`src/sv/pms_pkg.sv`:
```
// Shared types, constants and decode functions for the power-mode sequencer.
package pms_pkg;

    localparam int RAIL_COUNT = 12;
    localparam int RIDX_W     = $clog2(RAIL_COUNT);
    localparam int MASK_W     = 12;
    localparam int PRESS_W    = 16;
    localparam int TICKS_W    = 16;
    localparam int CFG_DATA_W = 16;
    localparam int S_TDATA_W  = 32;
    localparam int S_TUSER_W  = 2;
    localparam int M_TDATA_W  = 32;

    localparam logic [PRESS_W-1:0] LONG_PRESS_RESET  = PRESS_W'(3000);
    localparam logic [PRESS_W-1:0] SHORT_PRESS_RESET = PRESS_W'(100);
    localparam logic [TICKS_W-1:0] TICKS_MAX         = {TICKS_W{1'b1}};

    localparam int IRQ_BUTTON = 0;
    localparam int IRQ_PGOOD  = 1;
    localparam int IRQ_WAKE   = 2;

    localparam int WAKE_EN_USB = 1;
    localparam int WAKE_EN_CHG = 2;

    typedef enum logic [2:0] {
        PM_ACTIVE    = 3'd0,
        PM_IDLE      = 3'd1,
        PM_LIGHT     = 3'd2,
        PM_DEEP      = 3'd3,
        PM_HIBERNATE = 3'd4,
        PM_SHUTDOWN  = 3'd5
    } t_pmode;

    typedef enum logic [1:0] {
        K_TICK   = 2'd0,
        K_BUTTON = 2'd1,
        K_STATE  = 2'd2,
        K_RAIL   = 2'd3
    } t_kind;

    typedef enum logic [2:0] {
        WAKE_NONE    = 3'd0,
        WAKE_BUTTON  = 3'd1,
        WAKE_USB     = 3'd2,
        WAKE_CHARGER = 3'd3,
        WAKE_TIMER   = 3'd4
    } t_wake;

    typedef enum logic [1:0] {
        CFG_WAKE_EN     = 2'd0,
        CFG_SLEEP_TICKS = 2'd1,
        CFG_LONG_PRESS  = 2'd2,
        CFG_SHORT_PRESS = 2'd3
    } t_cfg_idx;

    typedef struct packed {
        t_kind                kind;
        logic [PRESS_W-1:0]   press_ms;
        logic [2:0]           req_state;
        logic [3:0]           rail_sel;
        logic                 rail_on;
        logic                 usb_present;
        logic                 charger_present;
    } t_item;

    typedef struct packed {
        logic [2:0]           power_mode;
        logic [4:0]           pwr_ctl;
        logic [MASK_W-1:0]    rail_mask;
        logic [2:0]           irq_status;
        logic                 irq_pulse;
        logic [2:0]           wake_cause;
        logic                 rail_error;
    } t_result;

    typedef struct packed {
        logic                  valid;
        t_cfg_idx              index;
        logic [CFG_DATA_W-1:0] data;
    } t_cfg_wr;

    function automatic logic [4:0] ctl_code(t_pmode m);
        logic [4:0] c;
        unique case (m)
            PM_ACTIVE:    c = 5'h01;
            PM_IDLE:      c = 5'h02;
            PM_LIGHT:     c = 5'h04;
            PM_DEEP:      c = 5'h08;
            PM_HIBERNATE: c = 5'h10;
            default:      c = 5'h00;
        endcase
        return c;
    endfunction

    function automatic logic [MASK_W-1:0] mask_view(logic [RAIL_COUNT-1:0] m);
        logic [MASK_W-1:0] v;
        v = '0;
        for (int i = 0; i < MASK_W; i++) begin
            if (i < RAIL_COUNT) begin
                v[i] = m[i];
            end
        end
        return v;
    endfunction

endpackage

```
`src/sv/pms_in_reg.sv`:
```
// Input register: unpacks and holds one accepted transaction until the core takes it.
module pms_in_reg
    import pms_pkg::*;
(
    input  logic                 i_clk,
    input  logic                 i_rst_n,
    input  logic                 i_valid,
    output logic                 o_ready,
    input  logic [S_TDATA_W-1:0] i_tdata,
    input  logic [S_TUSER_W-1:0] i_tuser,
    input  logic                 i_take,
    output logic                 o_valid,
    output t_item                o_item
);

    logic  r_valid;
    t_item r_item;
    t_item n_item;

    assign o_ready = !r_valid || i_take;
    assign o_valid = r_valid;
    assign o_item  = r_item;

    always_comb begin
        n_item.kind            = t_kind'(i_tuser[1:0]);
        n_item.press_ms        = i_tdata[15:0];
        n_item.req_state       = i_tdata[18:16];
        n_item.rail_sel        = i_tdata[22:19];
        n_item.rail_on         = i_tdata[23];
        n_item.usb_present     = i_tdata[24];
        n_item.charger_present = i_tdata[25];
    end

    always_ff @(posedge i_clk) begin
        if (!i_rst_n) begin
            r_valid <= 1'b0;
        end else if (o_ready) begin
            r_valid <= i_valid;
        end
    end

    always_ff @(posedge i_clk) begin
        if (o_ready && i_valid) begin
            r_item <= n_item;
        end
    end

endmodule

```
`src/sv/pms_core.sv`:
```
// Power state, rails, interrupts, wake cause, sleep timer and config registers.
module pms_core
    import pms_pkg::*;
(
    input  logic    i_clk,
    input  logic    i_rst_n,
    input  logic    i_fire,
    input  t_item   i_item,
    input  t_cfg_wr i_cfg,
    output t_result o_result
);

    logic [2:0]            r_wake_en;
    logic [TICKS_W-1:0]    r_sleep_ticks;
    logic [PRESS_W-1:0]    r_long_press;
    logic [PRESS_W-1:0]    r_short_press;

    t_pmode                r_mode;
    logic [RAIL_COUNT-1:0] r_rails;
    logic [2:0]            r_irq;
    t_wake                 r_wake;
    logic [TICKS_W-1:0]    r_count;
    logic                  r_armed;

    t_pmode                n_mode;
    logic [RAIL_COUNT-1:0] n_rails;
    logic [2:0]            n_irq;
    t_wake                 n_wake;
    logic [TICKS_W-1:0]    n_count;
    logic                  n_armed;
    logic                  n_pulse;
    logic                  n_rerr;

    logic                  sleeping;
    logic                  timer_hit;
    logic                  do_wake;
    t_wake                 cause;

    always_comb begin
        n_mode    = r_mode;
        n_rails   = r_rails;
        n_irq     = r_irq;
        n_wake    = r_wake;
        n_count   = r_count;
        n_armed   = r_armed;
        n_pulse   = 1'b0;
        n_rerr    = 1'b0;
        sleeping  = (r_mode >= PM_LIGHT) && (r_mode <= PM_SHUTDOWN);
        timer_hit = 1'b0;
        do_wake   = 1'b0;
        cause     = WAKE_NONE;

        unique case (i_item.kind)
            K_TICK: begin
                if (r_count != TICKS_MAX) begin
                    n_count = r_count + TICKS_W'(1);
                end
                timer_hit = r_armed && (r_sleep_ticks != '0) && (n_count >= r_sleep_ticks);
                if (sleeping) begin
                    if (r_wake_en[WAKE_EN_USB] && i_item.usb_present) begin
                        do_wake = 1'b1;
                        cause   = WAKE_USB;
                    end else if (r_wake_en[WAKE_EN_CHG] && i_item.charger_present) begin
                        do_wake = 1'b1;
                        cause   = WAKE_CHARGER;
                    end else if (timer_hit) begin
                        do_wake = 1'b1;
                        cause   = WAKE_TIMER;
                    end
                    if (timer_hit) begin
                        n_armed = 1'b0;
                    end
                end
            end
            K_BUTTON: begin
                n_irq[IRQ_BUTTON] = 1'b1;
                n_pulse           = 1'b1;
                if (i_item.press_ms > r_long_press) begin
                    n_mode          = (r_mode == PM_SHUTDOWN) ? PM_ACTIVE : PM_SHUTDOWN;
                    n_irq[IRQ_PGOOD] = 1'b1;
                end else if (i_item.press_ms > r_short_press) begin
                    if (r_mode == PM_ACTIVE) begin
                        n_mode           = PM_LIGHT;
                        n_irq[IRQ_PGOOD] = 1'b1;
                    end else if (r_mode == PM_LIGHT) begin
                        do_wake = 1'b1;
                        cause   = WAKE_BUTTON;
                    end
                end
            end
            K_STATE: begin
                if ((i_item.req_state <= 3'(PM_SHUTDOWN)) &&
                    (i_item.req_state != 3'(r_mode))) begin
                    n_mode           = t_pmode'(i_item.req_state);
                    n_irq[IRQ_PGOOD] = 1'b1;
                    n_pulse          = 1'b1;
                    if (n_mode == PM_DEEP) begin
                        n_rails[7:5] = 3'b000;
                    end else if (n_mode == PM_HIBERNATE) begin
                        n_rails = r_rails & RAIL_COUNT'(2'b11);
                    end
                end
            end
            K_RAIL: begin
                if (int'(i_item.rail_sel) >= RAIL_COUNT) begin
                    n_rerr = 1'b1;
                end else begin
                    n_rails[i_item.rail_sel[RIDX_W-1:0]] = i_item.rail_on;
                end
            end
            default: ;
        endcase

        if (do_wake) begin
            n_mode           = PM_ACTIVE;
            n_rails          = '1;
            n_wake           = cause;
            n_irq[IRQ_PGOOD] = 1'b1;
            n_irq[IRQ_WAKE]  = 1'b1;
            n_pulse          = 1'b1;
        end

        o_result.power_mode    = 3'(n_mode);
        o_result.pwr_ctl       = ctl_code(n_mode);
        o_result.rail_mask     = mask_view(n_rails);
        o_result.irq_status    = n_irq;
        o_result.irq_pulse     = n_pulse;
        o_result.wake_cause    = 3'(n_wake);
        o_result.rail_error    = n_rerr;
    end

    always_ff @(posedge i_clk) begin
        if (!i_rst_n) begin
            r_wake_en     <= '0;
            r_sleep_ticks <= '0;
            r_long_press  <= LONG_PRESS_RESET;
            r_short_press <= SHORT_PRESS_RESET;
            r_mode        <= PM_ACTIVE;
            r_rails       <= '1;
            r_irq         <= '0;
            r_wake        <= WAKE_NONE;
            r_count       <= '0;
            r_armed       <= 1'b1;
        end else begin
            if (i_fire) begin
                r_mode  <= n_mode;
                r_rails <= n_rails;
                r_irq   <= n_irq;
                r_wake  <= n_wake;
            end
            if (i_cfg.valid && (i_cfg.index == CFG_SLEEP_TICKS)) begin
                r_count <= '0;
                r_armed <= 1'b1;
            end else if (i_fire) begin
                r_count <= n_count;
                r_armed <= n_armed;
            end
            if (i_cfg.valid) begin
                unique case (i_cfg.index)
                    CFG_WAKE_EN:     r_wake_en     <= i_cfg.data[2:0];
                    CFG_SLEEP_TICKS: r_sleep_ticks <= i_cfg.data[TICKS_W-1:0];
                    CFG_LONG_PRESS:  r_long_press  <= i_cfg.data[PRESS_W-1:0];
                    CFG_SHORT_PRESS: r_short_press <= i_cfg.data[PRESS_W-1:0];
                    default: ;
                endcase
            end
        end
    end

endmodule

```
`src/sv/power_mode_sequencer_top.sv`:
```
// Top level of the power-mode sequencer: input register, core and result register.
//
//  channel   direction  signals                        payload
//  s_axis    in         tvalid tready tdata tuser      one event (tick, press, request, rail)
//  m_axis    out        tvalid tready tdata            status after that event
//  cfg       in         valid ready index data         register write, always ready
//
// One transaction per cycle while m_axis does not stall; an s_axis transaction is held in the input register,
// its result is then loaded into the result register and offered on m_axis from there.
// All decisions are one level of logic between the input register and the result register.
// Reset (i_rst_n low, synchronous) restores the registers to their reset values.
// While m_axis stalls, one more transaction waits in the input register, then s_axis stalls.
module power_mode_sequencer_top
    import pms_pkg::*;
(
    input  logic                  i_clk,
    input  logic                  i_rst_n,
    input  logic                  i_s_axis_tvalid,
    output logic                  o_s_axis_tready,
    // [15:0] press_ms, [18:16] req_state, [22:19] rail_sel, [23] rail_on,
    // [24] usb_present, [25] charger_present, [31:26] zero
    input  logic [S_TDATA_W-1:0]  i_s_axis_tdata,
    // [1:0] kind (tick, button, state request, rail)
    input  logic [S_TUSER_W-1:0]  i_s_axis_tuser,
    output logic                  o_m_axis_tvalid,
    input  logic                  i_m_axis_tready,
    // [2:0] power_mode, [7:3] pwr_ctl, [19:8] rail_mask, [22:20] irq_status,
    // [23] irq_pulse, [26:24] wake_cause, [27] rail_error, [31:28] zero
    output logic [M_TDATA_W-1:0]  o_m_axis_tdata,
    input  logic                  i_cfg_valid,
    output logic                  o_cfg_ready,
    input  logic [1:0]            i_cfg_index,
    input  logic [CFG_DATA_W-1:0] i_cfg_data
);

    logic    in_valid;
    t_item   in_item;
    logic    fire;
    t_result core_res;
    t_cfg_wr cfg_wr;

    logic    r_out_valid;
    t_result r_out;

    assign fire        = in_valid && (!r_out_valid || i_m_axis_tready);
    assign o_cfg_ready = 1'b1;

    always_comb begin
        cfg_wr.valid = i_cfg_valid;
        cfg_wr.index = t_cfg_idx'(i_cfg_index);
        cfg_wr.data  = i_cfg_data;
    end

    pms_in_reg u_in (
        .i_clk   (i_clk),
        .i_rst_n (i_rst_n),
        .i_valid (i_s_axis_tvalid),
        .o_ready (o_s_axis_tready),
        .i_tdata (i_s_axis_tdata),
        .i_tuser (i_s_axis_tuser),
        .i_take  (fire),
        .o_valid (in_valid),
        .o_item  (in_item)
    );

    pms_core u_core (
        .i_clk    (i_clk),
        .i_rst_n  (i_rst_n),
        .i_fire   (fire),
        .i_item   (in_item),
        .i_cfg    (cfg_wr),
        .o_result (core_res)
    );

    always_ff @(posedge i_clk) begin
        if (!i_rst_n) begin
            r_out_valid <= 1'b0;
        end else if (fire) begin
            r_out_valid <= 1'b1;
        end else if (i_m_axis_tready) begin
            r_out_valid <= 1'b0;
        end
    end

    always_ff @(posedge i_clk) begin
        if (fire) begin
            r_out <= core_res;
        end
    end

    assign o_m_axis_tvalid = r_out_valid;
    assign o_m_axis_tdata  = {4'b0000, r_out.rail_error, r_out.wake_cause, r_out.irq_pulse,
                              r_out.irq_status, r_out.rail_mask, r_out.pwr_ctl,
                              r_out.power_mode};

endmodule

```
`config.mk`:
```
export PLATFORM = sky130hd
export DESIGN_NAME = power_mode_sequencer_top
export DESIGN_NICKNAME = d
export VERILOG_FILES = /design/src/sv/pms_pkg.sv /design/src/sv/pms_in_reg.sv /design/src/sv/pms_core.sv /design/src/sv/power_mode_sequencer_top.sv
export SDC_FILE = /design/constraint.sdc
export NUM_CORES = 1
export LEC_CHECK = 0
export BUFFER_PORTS_ARGS = -buffer_cell sky130_fd_sc_hd__buf_2
export CORE_UTILIZATION = 30
export CTS_CLUSTER_DIAMETER = 120
export DETAILED_ROUTE_END_ITERATION = 10
export SLEW_MARGIN = 0
export SYNTH_ARGS = -nofsm -noshare
export SYNTH_HDL_FRONTEND = slang
export SYNTH_SLANG_ARGS = --single-unit
```
`constraint.sdc`:
```
create_clock -name i_clk -period 3.9 [get_ports i_clk]
set_clock_uncertainty 0.2 [all_clocks]
set_input_delay 0.195 -clock i_clk [delete_from_list [all_inputs] [get_ports i_clk]]
set_output_delay 0.195 -clock i_clk [all_outputs]
set_load 0.03 [all_outputs]
```
# ---- After elaboration in Yosys (flattened, before gate mapping)
# Cells that the tools add are included.
dict set report totals {
  ff_bits 147
  latchBits 0
  mem_bits_rw 0
  romBits 0
  inputBits 57
  output_inout_bits 35
  wordCells 132
  memories 0
}
dict set report op_classes {
  addsub 1
  mul 0
  div 0
  n_lt_le_gt_ge 9
  n_eq_ne 16
  shifts 0
  mux 52
  bitwise 1
  reduce_logical 27
}
# cell n
set ops {}
lappend ops {{$mux 12} 4}
lappend ops {{$mux 3} 15}
lappend ops {{$gt 16x16->1} 2}
lappend ops {{$mux 16} 2}
lappend ops {{$pmux 5 s5} 1}
lappend ops {{$pmux 12 s2} 1}
lappend ops {{$mux 1} 19}
lappend ops {{$add 16x1->16 const B} 1}
lappend ops {{$ge 16x16->1} 1}
lappend ops {{$ne 16x16->1 const B} 1}
lappend ops {{$reduce_bool 16->1} 1}
lappend ops {{$bwmux 12} 1}
lappend ops {{$eq 3x2->1 const B} 4}
lappend ops {{$pmux 3 s2} 2}
lappend ops {{$logic_and 1x1->1} 10}
lappend ops {{$reduce_and 2->1} 5}
lappend ops {{$eq 3x3->1 const B} 3}
lappend ops {{$eq 2x2->1 const B} 4}
lappend ops {{$le 3x3->1 const B} 2}
lappend ops {{$logic_not 3->1} 2}
lappend ops {{$pmux 1 s2} 3}
lappend ops {{$lt 4x5->1 const B} 1}
lappend ops {{$mux 5} 1}
lappend ops {{$demux 1 s4} 1}
lappend ops {{15 further kinds} 19}

# ---- Depth between registers and ports, before layout
# Gate-level depths: netlist of run 1.
dict set report logic_depth {
  word_depth 13
  depth_mapped 17
}

# ---- By module
# Synthesis of run 1 repeated with hierarchy kept, for this count alone.
dict set report unflattened {
  cells_unflattened 818
  area_unflattened_um2 7583.5
}
# mod n_inst cells_each area_per_inst_um2
set by_module_without_submodules {}
lappend by_module_without_submodules {pms_core 1 746 5751.8}
lappend by_module_without_submodules {power_mode_sequencer_top 1 39 933.4}
lappend by_module_without_submodules {pms_in_reg 1 33 898.4}

# ---- Worst setup path after synthesis of run 1
# Ideal clock, no wire load.
dict set report synth_timing {
  path_kind {register to register}
  start {register u_core.r_count[0]}
  end {register r_out (netlist bit o_m_axis_tdata[5]) (data pin)}
  setup_ns 0.255
  arrival_ns 3.469
  required_ns 3.445
  path_slack_ns -0.024
  path_stages_with_launch 16
  cell_sequence {dfxtp_1 ha_1 nand3_1 nor4_2 nand4_1 nand2_1 nor2_1 xor2_1 ha_1 and3_1 a221o_1 nand2_1 a31o_2 o311ai_4 a211oi_4 and3b_1}
}
# element line_no
set synth_lines {}
lappend synth_lines {{from (decl)} pms_core.sv:22} ;# logic [TICKS_W-1:0] r_count;
lappend synth_lines {{from (signal assigned)} pms_core.sv:155} ;# r_count <= n_count;
lappend synth_lines {{to (signal assigned)} power_mode_sequencer_top.sv:87} ;# r_out <= core_res;
lappend synth_lines {{to (decl)} power_mode_sequencer_top.sv:43} ;# t_result r_out;

==> results of run 1 <==
==> Yosys cell counts, types with 3 or more instances <==
master                      instances  area, sq um
sky130_fd_sc_hd__nor3_1            13        65.06
sky130_fd_sc_hd__or2_2              3        18.77
sky130_fd_sc_hd__nand4_1            7        43.79
sky130_fd_sc_hd__and3_1             7        43.79
sky130_fd_sc_hd__nor2_1            47        176.4
sky130_fd_sc_hd__nor4_1             4        25.02
sky130_fd_sc_hd__edfxtp_1          56         1682
sky130_fd_sc_hd__or3_1              5        31.28
sky130_fd_sc_hd__a211oi_1           3        22.52
sky130_fd_sc_hd__dfxtp_1           90         1802
sky130_fd_sc_hd__ha_1              53        663.1
sky130_fd_sc_hd__and4_1             6        52.55
sky130_fd_sc_hd__o211ai_2           6        75.07
sky130_fd_sc_hd__xor2_1             9        78.83
sky130_fd_sc_hd__buf_4              5        37.54
sky130_fd_sc_hd__a211oi_4           3        60.06
sky130_fd_sc_hd__o211ai_1          17        127.6
sky130_fd_sc_hd__a21oi_1           68        340.3
sky130_fd_sc_hd__nand3_1           15        75.07
sky130_fd_sc_hd__o21a_1             6        45.04
sky130_fd_sc_hd__clkbuf_1          31        116.4
sky130_fd_sc_hd__nand2_1          152        570.6
sky130_fd_sc_hd__a21o_1             7        52.55
sky130_fd_sc_hd__a31oi_1            6        37.54
sky130_fd_sc_hd__inv_1             60        225.2
sky130_fd_sc_hd__and2_1             7        43.79
sky130_fd_sc_hd__o21ai_0           24        120.1
sky130_fd_sc_hd__o31a_1             3        26.28
sky130_fd_sc_hd__mux2i_1            3        30.03
sky130_fd_sc_hd__nand2b_1           7        43.79
sky130_fd_sc_hd__a2bb2oi_1          9        78.83
sky130_fd_sc_hd__xnor2_1           14        122.6
sky130_fd_sc_hd__nor2b_1            6        37.54
==> cell families (layout without fill, tap and decap cells) <==
kind of cell | after synthesis | in the layout | synth area share, %
flip-flops | 146 | 146 | 46.02
AO/OA/AOI/OAI | 187 | 188 | 18.45
other | 2 | 6 | 0.09921
buffers and inverters | 100 | 253 | 5.339
AND/OR/NAND/NOR | 292 | 292 | 18.13
multiplexers | 4 | 4 | 0.5455
XOR/XNOR | 23 | 23 | 2.661
adder cells (fa/ha/maj) | 53 | 53 | 8.760
==> what timing repair did <==
action / 4_1_cts / 5_1_grt
pin swaps: 1 / 18
gates resized for setup: 3 / 22
hold buffers: 48 / 0
gates cloned: 0 / 1
buffers inserted: 0 / 3
setup endpoints to repair: 3 / 33
endpoints found under the hold margin: 80 / 0
==> through the flow <==
step,setup TNS (ns),instances
finish,0,1289
detailed placement,0,1205
CTS,0,1284
global placement,0,1205
floorplan,0,810
global route,-0.4912,1289
==> tightest hold or removal path: cells and delay by family <==
kind,cells,cell delay (ns)
buffers and inverters,2,0.31
AO/OA/AOI/OAI,1,0.10
==> layout make-up <==
| cell class | count | area, sq um |
|---|---|---|
| tap | 324 | 405.4 |
| multi-input combinational | 565 | 3825 |
| clock inverter | 13 | 137.6 |
| fill | 2500 | 14880 |
| inverter | 60 | 225.2 |
| clock buffer | 18 | 429.2 |
| timing repair buffer | 162 | 1140 |
| sequential | 146 | 3493 |
| antenna | 1 | 2.502 |
==> power groups by stage <==
stage                     Clock, mW  Sequential, mW  Combinational, mW
after floorplan                   0            1.74              0.267
after global placement            0            1.72              0.413
after detailed placement          0            1.72              0.417
after CTS                      1.63            1.69              0.458
after global routing           1.68            1.70              0.511
final                          1.59            1.69              0.461
==> routing by layer <==
metal / vias to the layer above / part of all wire, % / routed length [microns]
li1: 3140 / - / -
met1: 2893 / 48 / 8969
met2: 135 / 46 / 8658
met3: 24 / 4.1 / 775
met4: 0 / 1.8 / 336
met5: - / 0 / 0
==> registers in the layout, indices dropped and copies added, names as in the netlist, 2 cells and up <==
register / cells
u_core.r_sleep_ticks: 16
u_core.r_irq: 3
u_core.r_long_press: 16
u_in.o_item: 28
o_m_axis_tdata: 28
u_core.r_mode: 3
u_core.r_wake: 3
u_core.r_short_press: 16
u_core.r_wake_en: 2
u_core.r_rails: 12
u_core.r_count: 16
==> final timing paths <==
path | to | slack (ns) | cells after the start
worst max-delay path | o_m_axis_tdata[7] | 0.12 | 16
worst max register to register | o_m_axis_tdata[7] | 0.12 | 16
worst min-delay path | u_core.r_short_press[2] | 0.01 | 3
worst min register to register | u_core.r_short_press[7] | 0.26 | 2
==> impl_summary.log, run 1 <==
[metrics] run status: finished clean
[metrics] top library cells by usage in the layout, fill and taps aside: sky130_fd_sc_hd__nand2_1, sky130_fd_sc_hd__dfxtp_1, sky130_fd_sc_hd__buf_2, sky130_fd_sc_hd__a21oi_1, sky130_fd_sc_hd__inv_1
[metrics] Fin. Hold Viols: 0
[metrics] yosys warns: 0
[metrics] met1 Track Usage GR: 19.93%
[metrics] minimum clock period: 3.778 ns
[metrics] net switching power of the design: 0.9653 mW
[metrics] crit-path max FO: 7
[metrics] via count normalized by instance count: 4.804
[metrics] Reg-to-Reg Start: u_core.r_count[1]
[metrics] type of the worst setup path: flop to flop
[metrics] number of synthesized register bits: 146
[metrics] Post-Synthesis Cell Area: 7570 sq um
[metrics] number of antenna violations at the first check in global routing: 1
[metrics] share of the core filled with cells: 39.37%
[metrics] startpoint type of the worst setup path: flop
[metrics] Period Utilization, post-route: 96.88%
[metrics] worst setup path start: u_core.r_count[1]
[metrics] TritonCTS Buffers: 17
[metrics] critical hold path startpoint: i_rst_n
[metrics] Clock Latency Late Sink: 0.43 ns
[metrics] total routing resource utilization after global routing: 14.97%
[metrics] slew of the pin with the lowest slew margin: 1.048 ns
[metrics] Clock transition at path regs: 0.06 ns
[metrics] P_int: 2.778 mW
[metrics] final design area excluding fillers: 9658 sq um
[metrics] sequential share of the synthesized area: 46.02%
[metrics] global routing's busiest layer: met2
[metrics] Area Growth Syn to Fin: 27.59%
[metrics] via count: 6,192
[metrics] count of cell types in the netlist: 77
[metrics] floorplan core area: 24,530 sq um
[metrics] setup repair after global routing missed its margin: yes
[metrics] Post-synth EDFFs: 56
[metrics] worst setup margin: 0.1217 ns
[metrics] WL per Instance: 14.54 microns
[metrics] sort of element at the end of the critical path: flop
[metrics] Post-Route WL: 18.74 mm
[metrics] area of the die: 25,870 sq um
[metrics] net switching fraction of the power: 25.79%
[metrics] Mean Syn Cell Area: 9.380 sq um
[metrics] static power due to leakage: 3.714 nW
[metrics] Post-synth top flop: sky130_fd_sc_hd__dfxtp_1
[metrics] proportion of power drawn by combinational gates: 12.3%
[metrics] Detail Placement HPWL: 13.47 mm
[metrics] leading cell type in the layout, fill and taps excluded: sky130_fd_sc_hd__nand2_1
[metrics] maximum achievable frequency: 0.2647 GHz
[metrics] Initial Util: 30.85%
[metrics] TritonCTS clock tree: done
[metrics] Clock Root Buffer: sky130_fd_sc_hd__clkbuf_16
[metrics] global-route wire length before repair: 30.45 mm
[metrics] max_slew headroom: 29.90%
[metrics] Pre-Repair DR Iteration Count: 5
[metrics] maximum number of buffers from clock root to sink: 2
[metrics] Final Max Slew Viols: 0
[metrics] Required @ worst endpoint: 3.87 ns
[metrics] cell breakdown of the critical path: ha_4 > nand3_4 > nor4_4 > nand4_1 > nand2_2 > nor2_2 > xor2_1 > ha_1 > and3_4 > a221o_1 > nand2_1 > a31o_4 > o311ai_4 > buf_6 > a211oi_4 > nor4_2
[metrics] total grt overflow: 0
[metrics] number of DRC violations after detailed-routing iteration 0: 345
[metrics] total placed instance area: 8481 sq um
[metrics] number of sinks handled by clock tree synthesis: 146
[metrics] via count of the first global-routing pass: 5,986
[metrics] gate count after technology mapping: 807
[metrics] ys async rst share: 0%
[metrics] die boundary width: 160.8 microns
[metrics] part of the total power dissipated in the clock network: 42.5%
[metrics] placer congestion estimate: 0.8254
[metrics] H-tree levels: 4
[metrics] fin nets: 1,062
[metrics] height of the die: 160.8 microns
[metrics] Data arrival, critical path: 3.75 ns
[metrics] crit-path max cell delay: 0.35 ns
[metrics] met3 global-route usage: 2.608%
[metrics] share of final-layout standard cells stronger than drive strength 1: 20.95%
[metrics] # port buffers: 80
[metrics] PwrDens: 387.6 nW/um^2
[metrics] maximum vdd drop: 0.2590 mV
[metrics] number of design rule violations left after detail routing: 0
[metrics] antenna violation net count after detailed routing: 0
[metrics] GR Util met2: 23.86%
[metrics] sequential fraction of design power: 45.2%
[metrics] worst setup slack after placement: 0.005661 ns
[metrics] num ports: 92
[metrics] PnR Total Power: 3.743 mW
[metrics] max capacitance violation total: 0
[metrics] path category of the worst min-delay check: primary input to flop
[metrics] maximum number of pins on one net before global-route repair: 42
[metrics] count of standard-cell rows: 57
[metrics] Final setup violation count: 0
[metrics] worst hold margin: 0.01141 ns
[metrics] top cell family by delay on the critical path: simple AND/OR/NAND/NOR gates
[metrics] slowest cell on the critical path: sky130_fd_sc_hd__dfxtp_2
[metrics] total buffers and inverters traversed by the critical path: 1
Power figures use the tool's default switching activity.
==> run 2: changes to the inputs <==
--- a/config.mk
+++ b/config.mk
@@ -9,6 +9,7 @@
 export CORE_UTILIZATION = 30
 export CTS_CLUSTER_DIAMETER = 120
 export DETAILED_ROUTE_END_ITERATION = 10
+export PLACE_DENSITY = 0.44
 export SLEW_MARGIN = 0
 export SYNTH_ARGS = -nofsm -noshare
 export SYNTH_HDL_FRONTEND = slang
==> impl_summary.log, run 2 (synthesis results as in run 1) <==
[metrics] global-route wire length before repair: 32.34 mm (was 30.45 mm)
[metrics] TritonCTS clock tree: done (unchanged)
[metrics] final design area excluding fillers: 9753 sq um (was 9658 sq um)
[metrics] num ports: 92 (unchanged)
[metrics] max capacitance violation total: 0 (unchanged)
[metrics] Final setup violation count: 0 (unchanged)
[metrics] Clock Root Buffer: sky130_fd_sc_hd__clkbuf_16 (unchanged)
[metrics] via count: 6,106 (was 6,192)
[metrics] number of DRC violations after detailed-routing iteration 0: 280 (was 345)
[metrics] path category of the worst min-delay check: primary input to flop (unchanged)
[metrics] fill cell total of the finished layout: 2,514 (was 2,500)
[metrics] static power due to leakage: 3.791 nW (was 3.714 nW)
[metrics] placer congestion estimate: 0.7949 (was 0.8254)
[metrics] cell breakdown of the critical path: nand3_2 > or3_4 > or3_4 > nor2_1 > mux2_4 > ha_4 > a41o_1 > a211oi_2 > o31a_1 > a31o_4 > o311ai_4 > buf_6 > a211oi_4 > buf_6 > nor4_2 (was ha_4 > nand3_4 > nor4_4 > nand4_1 > nand2_2 > nor2_2 > xor2_1 > ha_1 > and3_4 > a221o_1 > nand2_1 > a31o_4 > o311ai_4 > buf_6 > a211oi_4 > nor4_2)
[metrics] Final Max Slew Viols: 0 (unchanged)
[metrics] max_slew headroom: 29.70% (was 29.90%)
[metrics] total routing resource utilization after global routing: 16.10% (was 14.97%)
[metrics] number of antenna violations at the first check in global routing: 0 (was 1)
[metrics] maximum number of buffers from clock root to sink: 2 (unchanged)
[metrics] number of cells in the design after placement: 1,210 (was 1,205)
[metrics] Data arrival, critical path: 3.75 ns (about the same)
[metrics] top library cells by usage in the layout, fill and taps aside: sky130_fd_sc_hd__nand2_1, sky130_fd_sc_hd__dfxtp_1, sky130_fd_sc_hd__buf_2, sky130_fd_sc_hd__a21oi_1, sky130_fd_sc_hd__inv_1 (unchanged)
[metrics] Detail Placement HPWL: 14.33 mm (was 13.47 mm)
[metrics] floorplan core area: 24,530 sq um (unchanged)
[metrics] crit-path max FO: 7 (unchanged)
[metrics] Inserted Diodes: 0 (was 1)
[metrics] TritonCTS Buffers: 17 (unchanged)
[metrics] WL per Instance: 15.39 microns (was 14.54 microns)
[metrics] slowest cell on the critical path: sky130_fd_sc_hd__or3_4 (was sky130_fd_sc_hd__dfxtp_2)
[metrics] slew of the pin with the lowest slew margin: 1.051 ns (was 1.048 ns)
[metrics] run status: finished clean (unchanged)
[metrics] crit-path max cell delay: 0.41 ns (was 0.35 ns)
[metrics] H-tree levels: 4 (unchanged)
[metrics] Clock Latency Late Sink: 0.43 ns (about the same)
[metrics] PnR Total Power: 3.919 mW (was 3.743 mW)
[metrics] total buffers and inverters traversed by the critical path: 2 (was 1)
[metrics] number of stages on the worst setup path: 15 (was 16)
[metrics] Setup TNS: 0 ns (unchanged)
[metrics] type of the worst setup path: flop to flop (unchanged)
[metrics] Initial Util: 30.85% (unchanged)
[metrics] total placed instance area: 8531 sq um (was 8481 sq um)
[metrics] top cell family by delay on the critical path: compound AO/OA/AOI/OAI gates (was simple AND/OR/NAND/NOR gates)
[metrics] fin nets: 1,066 (was 1,062)
[metrics] Period Utilization, post-route: 97.00% (was 96.88%)
[metrics] # port buffers: 80 (unchanged)
[metrics] maximum achievable frequency: 0.2643 GHz (was 0.2647 GHz)
[metrics] leading cell type in the layout, fill and taps excluded: sky130_fd_sc_hd__nand2_1 (unchanged)
[metrics] Post-Route WL: 19.91 mm (was 18.74 mm)
[metrics] maximum vdd drop: 0.2388 mV (was 0.2590 mV)
[metrics] Worst Hold Depth: 3 (unchanged)
[metrics] number of sinks handled by clock tree synthesis: 146 (unchanged)
[metrics] sequential cell area in the final layout: 3492 sq um (was 3493 sq um)
[metrics] Pre-Repair DR Iteration Count: 5 (unchanged)
[metrics] via count of the first global-routing pass: 6,047 (was 5,986)
[metrics] number of design rule violations left after detail routing: 0 (unchanged)
[metrics] antenna violation net count after detailed routing: 0 (unchanged)
[metrics] startpoint type of the worst setup path: flop (unchanged)
[metrics] minimum clock period: 3.783 ns (was 3.778 ns)
[metrics] Fin. Hold Viols: 0 (unchanged)
[metrics] count of standard-cell rows: 57 (unchanged)
[metrics] Register-to-Register Path Depth: 15 (was 16)
[metrics] height of the die: 160.8 microns (unchanged)
[metrics] Clock transition at path regs: 0.07 ns (was 0.06 ns)
[metrics] non-filler instance count after layout: 1,293 (was 1,289)
[metrics] share of final-layout standard cells stronger than drive strength 1: 21.67% (was 20.95%)
[metrics] PwrDens: 401.8 nW/um^2 (was 387.6 nW/um^2)
[metrics] total grt overflow: 0 (unchanged)
[metrics] Area Growth Syn to Fin: 28.84% (was 27.59%)
[metrics] area of the multi-input gates: 3817 sq um (was 3825 sq um)
[metrics] maximum number of pins on one net before global-route repair: 40 (was 42)
[metrics] Required @ worst endpoint: 3.86 ns (was 3.87 ns)
[metrics] via count normalized by instance count: 4.722 (was 4.804)
[metrics] die boundary width: 160.8 microns (unchanged)
[metrics] area of the die: 25,870 sq um (unchanged)
[metrics] sort of element at the end of the critical path: flop (unchanged)
[run 2: repair_timing]
item / 4_1_cts / 5_1_grt
buffers inserted: 2 / 4
hold buffers: 47 / 0
gates resized for setup: 8 / 17
hold endpoints to repair: 80 / 0
pin swaps: 5 / 9
endpoints found under the setup margin: 7 / 36
[run 2: final cells by class]
cell class | count | area share (%)
clock inverter | 15 | 2.014
timing repair buffer | 167 | 12.21
tap | 324 | 4.157
sequential | 146 | 35.81
multi-input combinational | 564 | 39.14
inverter | 60 | 2.309
clock buffer | 17 | 4.362
[run 2: where the power goes]
| part | internal (mW) | switching, mW |
|---|---|---|
| registers | 1.65 | 0.0390 |
| clock network | 1.03 | 0.722 |
| logic | 0.198 | 0.280 |
[run 2: worst paths after layout]
| kind | startpoint | end | slack [ns] |
|---|---|---|---|
| max | u_core.r_count[8] | o_m_axis_tdata[7] | 0.12 |
| min | i_rst_n | u_core.r_long_press[9] | 0.03 |
| max reg2reg | u_core.r_count[8] | o_m_axis_tdata[7] | 0.12 |
| min reg2reg | u_core.r_irq[2] | u_core.r_irq[2] | 0.25 |
[run 2: routing by layer]
metal | global-route usage, % | share of wire [%] | vias to the layer above
met5 | 0 | 0 | -
met4 | 5.703 | 1.8 | 0
met3 | 2.376 | 2.2 | 21
met2 | 26.06 | 46 | 103
met1 | 21.75 | 50 | 2848
li1 | - | - | 3134
[run 2: through the flow]
stage,setup WS (ns),util (%),hold slack [ns]
3_3_place_gp,-0.03907,34.77,0.1718
6_report,0.1169,39.75,0.03046
3_5_place_dp,-0.07082,34.77,0.1731
2_1_floorplan,0.02147,-,0.09387
4_1_cts,0.009252,39.43,0.01325
5_1_grt,-0.01789,39.75,0.03197
[run 2: worst reg2reg max path, cell delays in order, from the launching register on]
cell and delay, ns:
sky130_fd_sc_hd__dfxtp_1 0.35, sky130_fd_sc_hd__nand3_2 0.09, sky130_fd_sc_hd__or3_4 0.35, sky130_fd_sc_hd__or3_4 0.41, sky130_fd_sc_hd__nor2_1 0.13, sky130_fd_sc_hd__mux2_4 0.33, sky130_fd_sc_hd__ha_4 0.22, sky130_fd_sc_hd__a41o_1 0.23
sky130_fd_sc_hd__a211oi_2 0.19, sky130_fd_sc_hd__o31a_1 0.17, sky130_fd_sc_hd__a31o_4 0.20, sky130_fd_sc_hd__o311ai_4 0.13, sky130_fd_sc_hd__buf_6 0.17, sky130_fd_sc_hd__a211oi_4 0.16, sky130_fd_sc_hd__buf_6 0.16, sky130_fd_sc_hd__nor4_2 0.05
